<file path="config.mk">
export PLATFORM = sky130hd
export DESIGN_NAME = lru_tag_cache_policy_top
export DESIGN_NICKNAME = d
export VERILOG_FILES = /design/src/sv/ltcp_pkg.sv /design/src/sv/lru_tag_cache_policy_top.sv /design/src/sv/ltcp_ctrl.sv /design/src/sv/ltcp_dpath.sv
export VERILOG_INCLUDE_DIRS = /design/src /design/src/sv
export SDC_FILE = /design/constraint.sdc
export NUM_CORES = 1
export LEC_CHECK = 0
export BUFFER_PORTS_ARGS = -buffer_cell sky130_fd_sc_hd__buf_4
export CAP_MARGIN = 15
export CORE_MARGIN = 5
export CORE_UTILIZATION = 45
export DETAILED_ROUTE_END_ITERATION = 16
export GPL_TIMING_DRIVEN = 1
export HOLD_SLACK_MARGIN = 0.08
export PLACE_DENSITY = 0.68
export SLEW_MARGIN = 20
export SYNTH_ARGS = -nofsm -noshare
export SYNTH_HDL_FRONTEND = slang
export SYNTH_HIERARCHICAL = 1
export SYNTH_SLANG_ARGS = --single-unit
</file>
<file path="constraint.sdc">
create_clock -name i_clk -period 9.55 [get_ports i_clk]
set_clock_uncertainty 0.05 [all_clocks]
set_input_delay 0.4775 -clock i_clk [delete_from_list [all_inputs] [get_ports i_clk]]
set_output_delay 0.4775 -clock i_clk [all_outputs]
set_load 0.05 [all_outputs]
</file>
<file path="src/sv/lru_tag_cache_policy_top_macros.svh">
// Assertion macros shared by the LRU tag cache policy RTL.
// Define ASSERT_OFF to compile every assertion away; no other dependencies.
`ifndef LRU_TAG_CACHE_POLICY_TOP_MACROS_SVH
`define LRU_TAG_CACHE_POLICY_TOP_MACROS_SVH

`ifndef ASSERT_OFF

// Same-cycle implication, disabled while reset is asserted.
`define LTCP_ASSERT_IMPL(label, clk, rst_n, ante, cons) \
    label: assert property (@(posedge clk) disable iff (!rst_n) (ante) |-> (cons)) \
        else $error("assertion failed");

// Next-cycle implication, disabled while reset is asserted.
`define LTCP_ASSERT_NEXT(label, clk, rst_n, ante, cons) \
    label: assert property (@(posedge clk) disable iff (!rst_n) (ante) |=> (cons)) \
        else $error("assertion failed");

`else

`define LTCP_ASSERT_IMPL(label, clk, rst_n, ante, cons)
`define LTCP_ASSERT_NEXT(label, clk, rst_n, ante, cons)

`endif

`endif

</file>
<file path="src/sv/ltcp_pkg.sv">
// Shared types and constants for the LRU tag cache policy engine.
// No dependencies; used by the controller, the datapath and the top level.
package ltcp_pkg;

    // Default configuration.
    localparam int DEF_WAYS     = 8;
    localparam int DEF_KEY_BITS = 32;

    // Fixed port widths.
    localparam int KEY_W = 32;
    localparam int WAY_W = 3;

    // Commands from the controller to the datapath.
    typedef struct packed {
        logic load;     // capture a new lookup key
        logic compare;  // parallel tag compare, pick hit way or victim
        logic update;   // rewrite ages and tag, register the result
    } t_dp_cmd;

endpackage

</file>
<file path="src/sv/lru_tag_cache_policy_top.sv">
// Fully associative LRU tag and replacement engine, top level.
// Acceptance registers the key; o_valid then follows through the compare-result registers and the result register.
// A new transaction can be accepted in the age-update cycle of the previous one, not in its compare cycle;
// the compare cycle and the age-update cycle share the tag and age registers.
// Reset (synchronous, active low): tags clear to zero, way i gets age i, no result pending.
// The receiver cannot stall; each result is shown for exactly one cycle.
module lru_tag_cache_policy_top #(
    parameter int WAYS     = ltcp_pkg::DEF_WAYS,
    parameter int KEY_BITS = ltcp_pkg::DEF_KEY_BITS
) (
    input  logic                        i_clk,
    input  logic                        i_rst_n,
    input  logic                        start,
    output logic                        busy,
    input  logic [ltcp_pkg::KEY_W-1:0]  i_key,
    output logic                        o_valid,
    output logic                        o_hit,
    output logic [ltcp_pkg::WAY_W-1:0]  o_way
);

    ltcp_pkg::t_dp_cmd w_cmd;

    // Sequencing of compare and update cycles.
    ltcp_ctrl u_ctrl (
        .i_clk   (i_clk),
        .i_rst_n (i_rst_n),
        .start   (start),
        .busy    (busy),
        .o_cmd   (w_cmd)
    );

    // Tag and age storage with the result register.
    ltcp_dpath #(
        .WAYS     (WAYS),
        .KEY_BITS (KEY_BITS)
    ) u_dpath (
        .i_clk   (i_clk),
        .i_rst_n (i_rst_n),
        .i_cmd   (w_cmd),
        .i_key   (i_key),
        .o_valid (o_valid),
        .o_hit   (o_hit),
        .o_way   (o_way)
    );

endmodule

</file>
<file path="src/sv/ltcp_ctrl.sv">
// Controller state machine for the LRU tag cache policy engine.
// Depends on ltcp_pkg and lru_tag_cache_policy_top_macros.svh.
`include "lru_tag_cache_policy_top_macros.svh"

module ltcp_ctrl (
    input  logic             i_clk,
    input  logic             i_rst_n,
    input  logic             start,
    output logic             busy,
    output ltcp_pkg::t_dp_cmd o_cmd
);

    localparam logic [1:0] ST_IDLE = 2'd0;
    localparam logic [1:0] ST_CMP  = 2'd1;
    localparam logic [1:0] ST_UPD  = 2'd2;

    logic [1:0] r_state;
    logic [1:0] n_state;
    logic       w_accept;

    // Only the compare cycle blocks a new transaction; the update cycle
    // overlaps with loading the next key.
    assign busy     = (r_state == ST_CMP);
    assign w_accept = start && !busy;

    // Commands to the datapath.
    always_comb begin
        o_cmd.load    = w_accept;
        o_cmd.compare = (r_state == ST_CMP);
        o_cmd.update  = (r_state == ST_UPD);
    end

    // Next-state logic.
    always_comb begin
        unique case (r_state)
            ST_IDLE: n_state = w_accept ? ST_CMP : ST_IDLE;
            ST_CMP:  n_state = ST_UPD;
            ST_UPD:  n_state = w_accept ? ST_CMP : ST_IDLE;
            default: n_state = ST_IDLE;
        endcase
    end

    // State register.
    always_ff @(posedge i_clk) begin
        if (!i_rst_n) begin
            r_state <= ST_IDLE;
        end else begin
            r_state <= n_state;
        end
    end

    `LTCP_ASSERT_NEXT(a_accept_to_cmp, i_clk, i_rst_n, w_accept, r_state == ST_CMP)
    `LTCP_ASSERT_NEXT(a_cmp_to_upd, i_clk, i_rst_n, r_state == ST_CMP, r_state == ST_UPD)

endmodule

</file>
<file path="src/sv/ltcp_dpath.sv">
// Datapath of the LRU tag cache policy engine: tag and age registers,
// parallel compare, age update and result register. Depends on ltcp_pkg
// and lru_tag_cache_policy_top_macros.svh.
`include "lru_tag_cache_policy_top_macros.svh"

module ltcp_dpath #(
    parameter int WAYS     = ltcp_pkg::DEF_WAYS,
    parameter int KEY_BITS = ltcp_pkg::DEF_KEY_BITS
) (
    input  logic                        i_clk,
    input  logic                        i_rst_n,
    input  ltcp_pkg::t_dp_cmd           i_cmd,
    input  logic [ltcp_pkg::KEY_W-1:0]  i_key,
    output logic                        o_valid,
    output logic                        o_hit,
    output logic [ltcp_pkg::WAY_W-1:0]  o_way
);

    localparam int IW = $clog2(WAYS);

    logic [KEY_BITS-1:0] r_tag [WAYS];
    logic [KEY_BITS-1:0] n_tag [WAYS];
    logic [IW-1:0]       r_age [WAYS];
    logic [IW-1:0]       n_age [WAYS];

    logic [KEY_BITS-1:0] r_key;
    logic                r_hit;
    logic [IW-1:0]       r_pick;
    logic [IW-1:0]       r_hit_age;

    logic                r_out_valid;
    logic                r_out_hit;
    logic [ltcp_pkg::WAY_W-1:0] r_out_way;

    logic [WAYS-1:0]     w_match;
    logic [IW-1:0]       w_hit_idx;
    logic [IW-1:0]       w_vic_idx;
    logic [WAYS-1:0]     w_age_seen;

    // Parallel tag compare; the highest matching way wins, and the way
    // holding the oldest rank is the victim on a miss.
    always_comb begin
        w_hit_idx = '0;
        w_vic_idx = '0;
        for (int i = 0; i < WAYS; i++) begin
            w_match[i] = (r_tag[i] == r_key);
            if (w_match[i]) begin
                w_hit_idx = IW'(i);
            end
            if (r_age[i] == IW'(WAYS - 1)) begin
                w_vic_idx = IW'(i);
            end
        end
    end

    // Age and tag update for the picked way.
    always_comb begin
        for (int i = 0; i < WAYS; i++) begin
            n_tag[i] = r_tag[i];
            n_age[i] = r_age[i];
            if (r_hit) begin
                if (r_age[i] < r_hit_age) begin
                    n_age[i] = IW'(r_age[i] + 1'b1);
                end
            end else begin
                n_age[i] = IW'(r_age[i] + 1'b1);
            end
            if (IW'(i) == r_pick) begin
                n_age[i] = '0;
                if (!r_hit) begin
                    n_tag[i] = r_key;
                end
            end
        end
    end

    // Key capture and compare results; payload only, no reset.
    always_ff @(posedge i_clk) begin
        if (i_cmd.load) begin
            r_key <= KEY_BITS'(i_key);
        end
        if (i_cmd.compare) begin
            r_hit     <= |w_match;
            r_pick    <= (|w_match) ? w_hit_idx : w_vic_idx;
            r_hit_age <= r_age[w_hit_idx];
        end
    end

    // Tag and age state; reset gives zero tags and age equal to way number.
    always_ff @(posedge i_clk) begin
        if (!i_rst_n) begin
            for (int i = 0; i < WAYS; i++) begin
                r_tag[i] <= '0;
                r_age[i] <= IW'(i);
            end
        end else if (i_cmd.update) begin
            for (int i = 0; i < WAYS; i++) begin
                r_tag[i] <= n_tag[i];
                r_age[i] <= n_age[i];
            end
        end
    end

    // Result register: one strobe per transaction.
    always_ff @(posedge i_clk) begin
        if (!i_rst_n) begin
            r_out_valid <= 1'b0;
        end else begin
            r_out_valid <= i_cmd.update;
        end
    end

    always_ff @(posedge i_clk) begin
        if (i_cmd.update) begin
            r_out_hit <= r_hit;
            r_out_way <= ltcp_pkg::WAY_W'(r_pick);
        end
    end

    assign o_valid = r_out_valid;
    assign o_hit   = r_out_hit;
    assign o_way   = r_out_way;

    // Every rank is held by exactly one way.
    always_comb begin
        w_age_seen = '0;
        for (int k = 0; k < WAYS; k++) begin
            for (int i = 0; i < WAYS; i++) begin
                if (r_age[i] == IW'(k)) begin
                    w_age_seen[k] = 1'b1;
                end
            end
        end
    end

    `LTCP_ASSERT_IMPL(a_ages_perm, i_clk, i_rst_n, 1'b1, &w_age_seen)
    `LTCP_ASSERT_IMPL(a_pick_youngest, i_clk, i_rst_n, r_out_valid, r_age[r_pick] == '0)
    `LTCP_ASSERT_NEXT(a_fill_tag, i_clk, i_rst_n, i_cmd.update && !r_hit, r_tag[$past(r_pick)] == $past(r_key))

endmodule
</file>
==> reports/qor.txt, run 1 <==
PwrDens -> 192 nW/um^2
GRT overflow -> 0
Worst-path clk slew -> 60 ps
Routed Antenna Nets -> 0
Diodes inserted -> 0
WP data arrival -> 3850 ps
outcome -> finished clean
Crit Path Max Fanout -> 11
peak supply drop -> 0.000164 V
gp weighted congestion -> 0.937
number of global-route vias before repair -> 8387
minimum clock period -> 3570 ps
final worst slack -> 5980 ps
die width -> 193 um
Die Span Y -> 193 um
initial antenna violation count -> 0
worst hold margin -> 94.7 ps
RSZ-0062 raised after global routing -> no
WL/cell -> 23.9 um
max cap viols -> 0
Synth Warn # -> 6
PortBufs -> 40
Cell Area, Synth -> 15000 um^2
setup violators final -> 0
core area -> 32700 um^2
relative max-transition margin -> 28.0%
via count -> 8569
clock sink count -> 326
Vias/cell -> 5.56
fin crit share -> 37.4%
DRC viols -> 0
min-delay worst type -> in2reg
maximum clock insertion buffer count -> 3
hold path startpoint -> i_key[10]
Setup TNS Final -> 0 ps
CTS tree -> done
asr flop ratio synth -> 0%
Crit path max-delay family -> simple AND/OR/NAND/NOR gates
Inserted Clock Buffers -> 34
CP max-delay cell -> nor4_1
startpoint types -> flop
DR pass1 iterations -> 5
Mapped Avg Cell Area -> 14.6 um^2
final net count -> 1141
Place WS -> 6080 ps
area of the multi-input gates -> 4840 um^2
row count -> 66
number of failing hold endpoints at the final stage -> 0
global-route wire length before repair -> 54700 um
Buf+Inv Stages, Crit Path -> 0
Worst Max-Slew Pin Slew -> 1080 ps
Gate Count Post-Synth -> 1027
Die ar. -> 37100 um^2
synthesized flop and latch total -> 326
Achievable Freq -> 0.280 GHz
worst skew pair latency -> 520 ps
Total Wirelength -> 36800 um
critical path endpoint category -> flop
DPL Wire Length -> 24600 um
post-synth cell types -> 49
H-tree Lvls -> 2
Iter 0 DRT Violations -> 816
Leakage -> 6.17 nW
Synth Flop Type -> edfxtp_1
sequential element share of the synthesized area -> 65.1%
CTS root buf -> clkbuf_16
Fillers -> 2785
Mapped Nets -> 1093
CP Class -> reg2reg
Total GRT Usage -> 19.9%
Reg area -> 9760 um^2
Worst path max stage delay -> 810 ps
Tot Pwr -> 3.22 mW
Syn-to-layout area delta -> 11.8%
pin count of the biggest net entering global routing -> 82
worst path cell trace -> xnor2_1 > nand4_1 > nor4_1 > and4_2 > nand3_1 > nor3_1 > o21ai_0 > a221oi_1
max-slew violations -> 0
share of cells above drive strength 1 -> 10.9%
Worst Setup SP -> u_dpath/r_key[22]$_DFFE_PP_
Post-synth EDFFs -> 323
Top Ports -> 41
worst r2r src -> u_dpath/r_key[22]$_DFFE_PP_
Starting Density -> 45.9%
Required @ worst endpoint -> 9830 ps
[where the power goes]
part	internal [mW]	switching [mW]	leakage [nW]
Clock	0.699	0.531	0.496
Combinational	0.107	0.145	2.39
Sequential	1.66	0.0780	3.29
[metrics by stage]
step                cell area [um^2]  cells  utilization (%)
finish                         16800   1541             51.3
CTS                            16700   1539             51.2
global placement               15600   1462             47.6
floorplan                      15000   1027                -
detailed placement             15600   1462             47.6
global route                   16800   1541             51.3
[cell families (layout without fill, tap and decap cells)]
logic type	after synthesis	count (layout)	share of synthesized area, %
buffers and inverters	67	139	3.14
multiplexers	4	4	0.267
XOR/XNOR	257	257	15.2
AO/OA/AOI/OAI	62	62	2.91
adder cells (fa/ha/maj)	31	31	2.59
AND/OR/NAND/NOR	280	280	10.8
flip-flops	326	326	65.1
[cells in the mapped netlist (3+ instances only)]
library cell  instances  area, um^2
edfxtp_1            323        9700
xnor2_1             149        1310
xor2_1              104         911
and3_1               66         413
nand4_1              45         282
and2_1               39         244
nand2_1              35         131
nor4_1               34         213
ha_1                 31         388
buf_6                25         282
nor2_1               25        93.8
clkbuf_1             22        82.6
o21ai_0              16        80.1
inv_1                11        41.3
a21o_1               10        75.1
a21oi_1               9        45.0
nand2b_1              9        56.3
buf_4                 8        60.1
nor3_1                6        30.0
a31oi_1               5        31.3
a21boi_0              4        30.0
mux2i_1               4        40.0
nand3b_1              4        30.0
nor2b_1               4        25.0
xnor2_2               4        65.1
a211oi_1              3        22.5
a221oi_1              3        26.3
dfxtp_1               3        60.1
o211a_1               3        30.0
[cells in the final DEF, fill, tap and decap left out, types with 2 or more instances in the layout]
| cell | n |
|---|---|
| clkinv_2 | 5 |
| nand4_1 | 45 |
| a21oi_1 | 9 |
| dfxtp_1 | 3 |
| a21o_1 | 10 |
| inv_1 | 11 |
| edfxtp_1 | 323 |
| a21boi_0 | 4 |
| o21ai_0 | 12 |
| a221oi_1 | 3 |
| xnor2_1 | 149 |
| nor2_4 | 4 |
| and3_1 | 66 |
| o211a_1 | 3 |
| dlygate4sd3_1 | 19 |
| clkinv_1 | 8 |
| and2_1 | 39 |
| mux2i_1 | 4 |
| nor4_1 | 34 |
| clkbuf_16 | 35 |
| a211o_2 | 2 |
| ha_1 | 31 |
| and3_2 | 2 |
| o21ai_2 | 4 |
| o21ai_4 | 2 |
| nor2_1 | 21 |
| xnor2_2 | 4 |
| a211oi_1 | 3 |
| buf_4 | 49 |
| nand3b_1 | 4 |
| nor3_1 | 6 |
| xor2_1 | 104 |
| clkbuf_1 | 8 |
| nand2_1 | 35 |
| nor2b_4 | 3 |
| nand3_1 | 2 |
| a31oi_1 | 5 |
| nand2b_1 | 9 |
| nor2b_1 | 2 |
[final timing paths]
check	cells past startpoint	endpoint	slack, ps
max	8	u_dpath/r_hit_age[1]$_DFFE_PP_	5980
min	1	u_dpath/r_key[10]$_DFFE_PP_	90
max reg2reg	8	u_dpath/r_hit_age[1]$_DFFE_PP_	5980
min reg2reg	1	u_ctrl/r_state[0]$_SDFF_PN0_	530
[area by class of cell]
cell class | instances | share of cell area [%]
sequential | 326 | 58.2
multi-input combinational | 634 | 28.9
clock buffer | 43 | 5.40
timing repair buffer | 68 | 3.33
tap | 442 | 3.30
clock inverter | 17 | 0.657
inverter | 11 | 0.246
[per-layer routing]
| metal | part of all wire [%] | GRT usage [%] | wire length (um) |
|---|---|---|---|
| met1 | 42 | 27.3 | 15400 |
| met4 | 2.5 | 5.16 | 915 |
| met3 | 6.3 | 2.93 | 2320 |
| met5 | 0 | 0 | 0 |
| met2 | 49 | 33.5 | 18200 |
[state kept, by name, summed over array words and instances (netlist names), 2 cells and up]
name / flops
u_dpath/r_key: 32
u_dpath/r_age: 24
u_ctrl/r_state: 2
u_dpath/o_way: 3
u_dpath/r_pick: 3
u_dpath/r_tag: 256
u_dpath/r_hit_age: 3
[timing repair]
action,4_1_cts,5_1_grt
hold buffers,17,2
endpoints found under the hold margin,17,2
gates resized for setup,0,0
setup endpoints to repair,0,0
buffers inserted,0,0
Note: power is estimated with default switching activity, not from simulation.
==> run 2: changes to the inputs <==
- ABC_AREA: unset -> 1
- PLACE_DENSITY: 0.68 -> 0.7
- clock period: 9.55 -> 3 ns (I/O delays scaled with it)
==> run 2 against run 1 <==
Sequential share of layout area down 4.1 points. Combinational power rose to 4.0 times the previous value. Area after synthesis up 4.8%. Utilization up 0.96 points. Total power rose to 3.3 times the previous value. Count of clock-buffer cells in the layout up 5. Cell count up 30%. Sequential power rose to 3.2 times the previous value. Critical path depth up 2. Non-clock buffer count up 46. Die area up 4.6%.
==> reports/qor.txt, run 2 <==
outcome -> finished clean
Critical Path Most Common Cell -> nand2_1
Worst Max-Slew Pin Slew -> 1040 ps
Top Ports -> 41
CP Class -> reg2reg
Leakage -> 7.33 nW
routed wl met2 -> 17100 um
initial antenna violation count -> 0
Post-synth top cells -> 323 x edfxtp_1, 315 x nand2_1, 159 x nor2_1, 134 x inv_1, 119 x xnor2_1
Total Wirelength -> 34900 um
PortBufs -> 40
Largest regs -> u_dpath/r_tag x256, u_dpath/r_key x32, u_dpath/r_age x24
Crit Path Max Fanout -> 10
H-tree Lvls -> 2
Routed Antenna Nets -> 0
Worst Setup SP -> u_dpath/r_key[28]$_DFFE_PP_
CTS tree -> done
number of global-route vias before repair -> 9906
relative max-transition margin -> 30.2%
Mapped Nets -> 1487
critical path endpoint category -> flop
Synth Warn # -> 6
Synth area leader -> edfxtp_1
routed wl met3 -> 2090 um
Reg2Reg Depth -> 10
Top Metal Used -> met4
Worst Hold End -> u_dpath/r_key[22]$_DFFE_PP_
WP data arrival -> 2960 ps
startpoint types -> flop
Achievable Freq -> 0.365 GHz
Mapped Avg Cell Area -> 11.1 um^2
Die ar. -> 38800 um^2
Place WS -> 219 ps
Biggest register -> u_dpath/r_tag
min-delay worst type -> in2reg
Starting Density -> 45.5%
asr flop ratio synth -> 0%
setup violators final -> 0
flop2flop setup slack -> 260 ps
count leader, synth -> edfxtp_1
fin crit share -> 91.2%
RSZ-0062 raised after global routing -> no
via count -> 9993
sequential element share of the synthesized area -> 62.1%
core area -> 34500 um^2
DR pass1 iterations -> 5
worst path cell trace -> xnor2_1 > nand3_1 > nor4_1 > nand3_2 > nand3_2 > inv_2 > nand3_1 > nand2_1 > nand2_1 > nand2_1
Buf+Inv Stages, Crit Path -> 1
Diodes inserted -> 0
hold path depth -> 2
worst skew pair latency -> 520 ps
Inserted Clock Buffers -> 37
number of failing hold endpoints at the final stage -> 0
CTS root buf -> clkbuf_16
Syn-to-layout area delta -> 14.7%
synthesized flop and latch total -> 326
PwrDens -> 597 nW/um^2
commonest non-fill, non-tap cells in the layout -> 323 x edfxtp_1, 314 x nand2_1, 155 x nor2_1
minimum clock period -> 2740 ps
final net count -> 1589
Vias/cell -> 4.98
M1 WL -> 14800 um
Iter 0 DRT Violations -> 825
Synth Flop Type -> edfxtp_1
final worst slack -> 264 ps
Die Span Y -> 197 um
share of cells above drive strength 1 -> 13.3%
clock sink count -> 326
gp weighted congestion -> 0.895
Final Util -> 52.2%
die width -> 197 um
post-synth cell types -> 38
hold path startpoint -> i_key[22]
top cells by area, synth -> edfxtp_1 62%, nand2_1 7.5%, xnor2_1 6.6%
max FFs per register -> 256
commonest non-fill, non-tap cell in the layout -> edfxtp_1
maximum clock insertion buffer count -> 3
max-slew violations -> 0
worst r2r src -> u_dpath/r_key[28]$_DFFE_PP_
Required @ worst endpoint -> 3220 ps
row count -> 68
worst reg2reg path endpoint -> u_dpath/r_hit_age[2]$_DFFE_PP_
Crit path max-delay family -> simple AND/OR/NAND/NOR gates
Worst path max stage delay -> 630 ps
max cap viols -> 0
Yosys top cell area share -> 61.7%
GRT overflow -> 0
global-route wire length before repair -> 54400 um
peak supply drop -> 0.000325 V
Cell Area, Synth -> 15700 um^2
Gate Count Post-Synth -> 1421
DPL Wire Length -> 23300 um
Total GRT Usage -> 18.0%
Post-synth EDFFs -> 323
Worst-path clk slew -> 60 ps
WL/cell -> 17.4 um
DRC viols -> 0
pin count of the biggest net entering global routing -> 49
CP max-delay cell -> nor4_1
[run 2: repair_timing]
item / 4_1_cts / 5_1_grt
hold endpoints to repair: 36 / 0
endpoints found under the setup margin: 0 / 3
gates resized for setup: 0 / 0
hold buffers: 35 / 0
setup buffers: 0 / 17
[run 2: worst max-delay path by stage]
stage / endpoint / slack, ps / depth (start not counted)
global route: u_dpath/r_hit_age[0]$_DFFE_PP_ / 10 / 19
finish: u_dpath/r_hit_age[2]$_DFFE_PP_ / 260 / 10
detailed placement: u_dpath/r_hit_age[0]$_DFFE_PP_ / 220 / 19
floorplan: u_dpath/r_tag[1][0]$_DFFE_PP_ / -10 / 4
CTS: u_dpath/r_hit_age[0]$_DFFE_PP_ / 180 / 19
global placement: u_dpath/r_hit_age[0]$_DFFE_PP_ / 220 / 19
[run 2: stage by stage]
stage | setup TNS, ps | instances | power, mW | hold slack [ps] | area [um^2]
6_report | 0 | 2005 | 10.8 | 293 | 18000
5_1_grt | 0 | 2005 | 11.2 | 282 | 18000
4_1_cts | 0 | 1988 | 10.8 | 271 | 17900
3_5_place_dp | 0 | 1887 | 6.53 | 279 | 16400
3_3_place_gp | 0 | 1887 | 6.50 | 278 | 16400
2_1_floorplan | -1680 | 1421 | 6.22 | 199 | 15700
[run 2: logic make-up (layout without fill, tap and decap cells)]
kind of cell	Yosys count	count (layout)	share of synthesized area, %
and+or+nand+nor	635	635	17.5
DFF	326	326	62.1
buffers and inverters	218	347	7.10
xor gates and xnor gates	171	171	9.52
AOI/OAI and AO/OA	40	40	1.37
adders and majority gates	31	31	2.47
[run 2: layout make-up]
| type | count | area, um^2 |
|---|---|---|
| fillers | 3008 | 16500 |
| flip-flops and latches | 326 | 9760 |
| multi-input cells | 877 | 4940 |
| clock buffers | 48 | 1010 |
| repair buffers | 114 | 968 |
| inverters | 167 | 662 |
| well taps | 455 | 569 |
| clock inverters | 18 | 133 |
[run 2: report_power, final]
group | internal, mW | total [mW] | leakage, nW | switching, mW
registers | 5.30 | 5.49 | 3.20 | 0.195
clock network | 2.54 | 4.27 | 0.562 | 1.73
logic | 0.403 | 1.00 | 3.57 | 0.598
[run 2: worst register-to-register path: stages, from the launching register on]
cell	delay [ps]
edfxtp_1	620
xnor2_1	260
nand3_1	150
nor4_1	630
nand3_2	240
nand3_2	200
inv_2	100
nand3_1	90
nand2_1	60
nand2_1	50
nand2_1	50
[run 2: per-layer routing]
| metal | global-route usage [%] | up-vias |
|---|---|---|
| li1 | - | 4857 |
| met3 | 2.79 | 58 |
| met5 | 0 | - |
| met1 | 24.0 | 4801 |
| met4 | 5.96 | 0 |
| met2 | 30.2 | 277 |
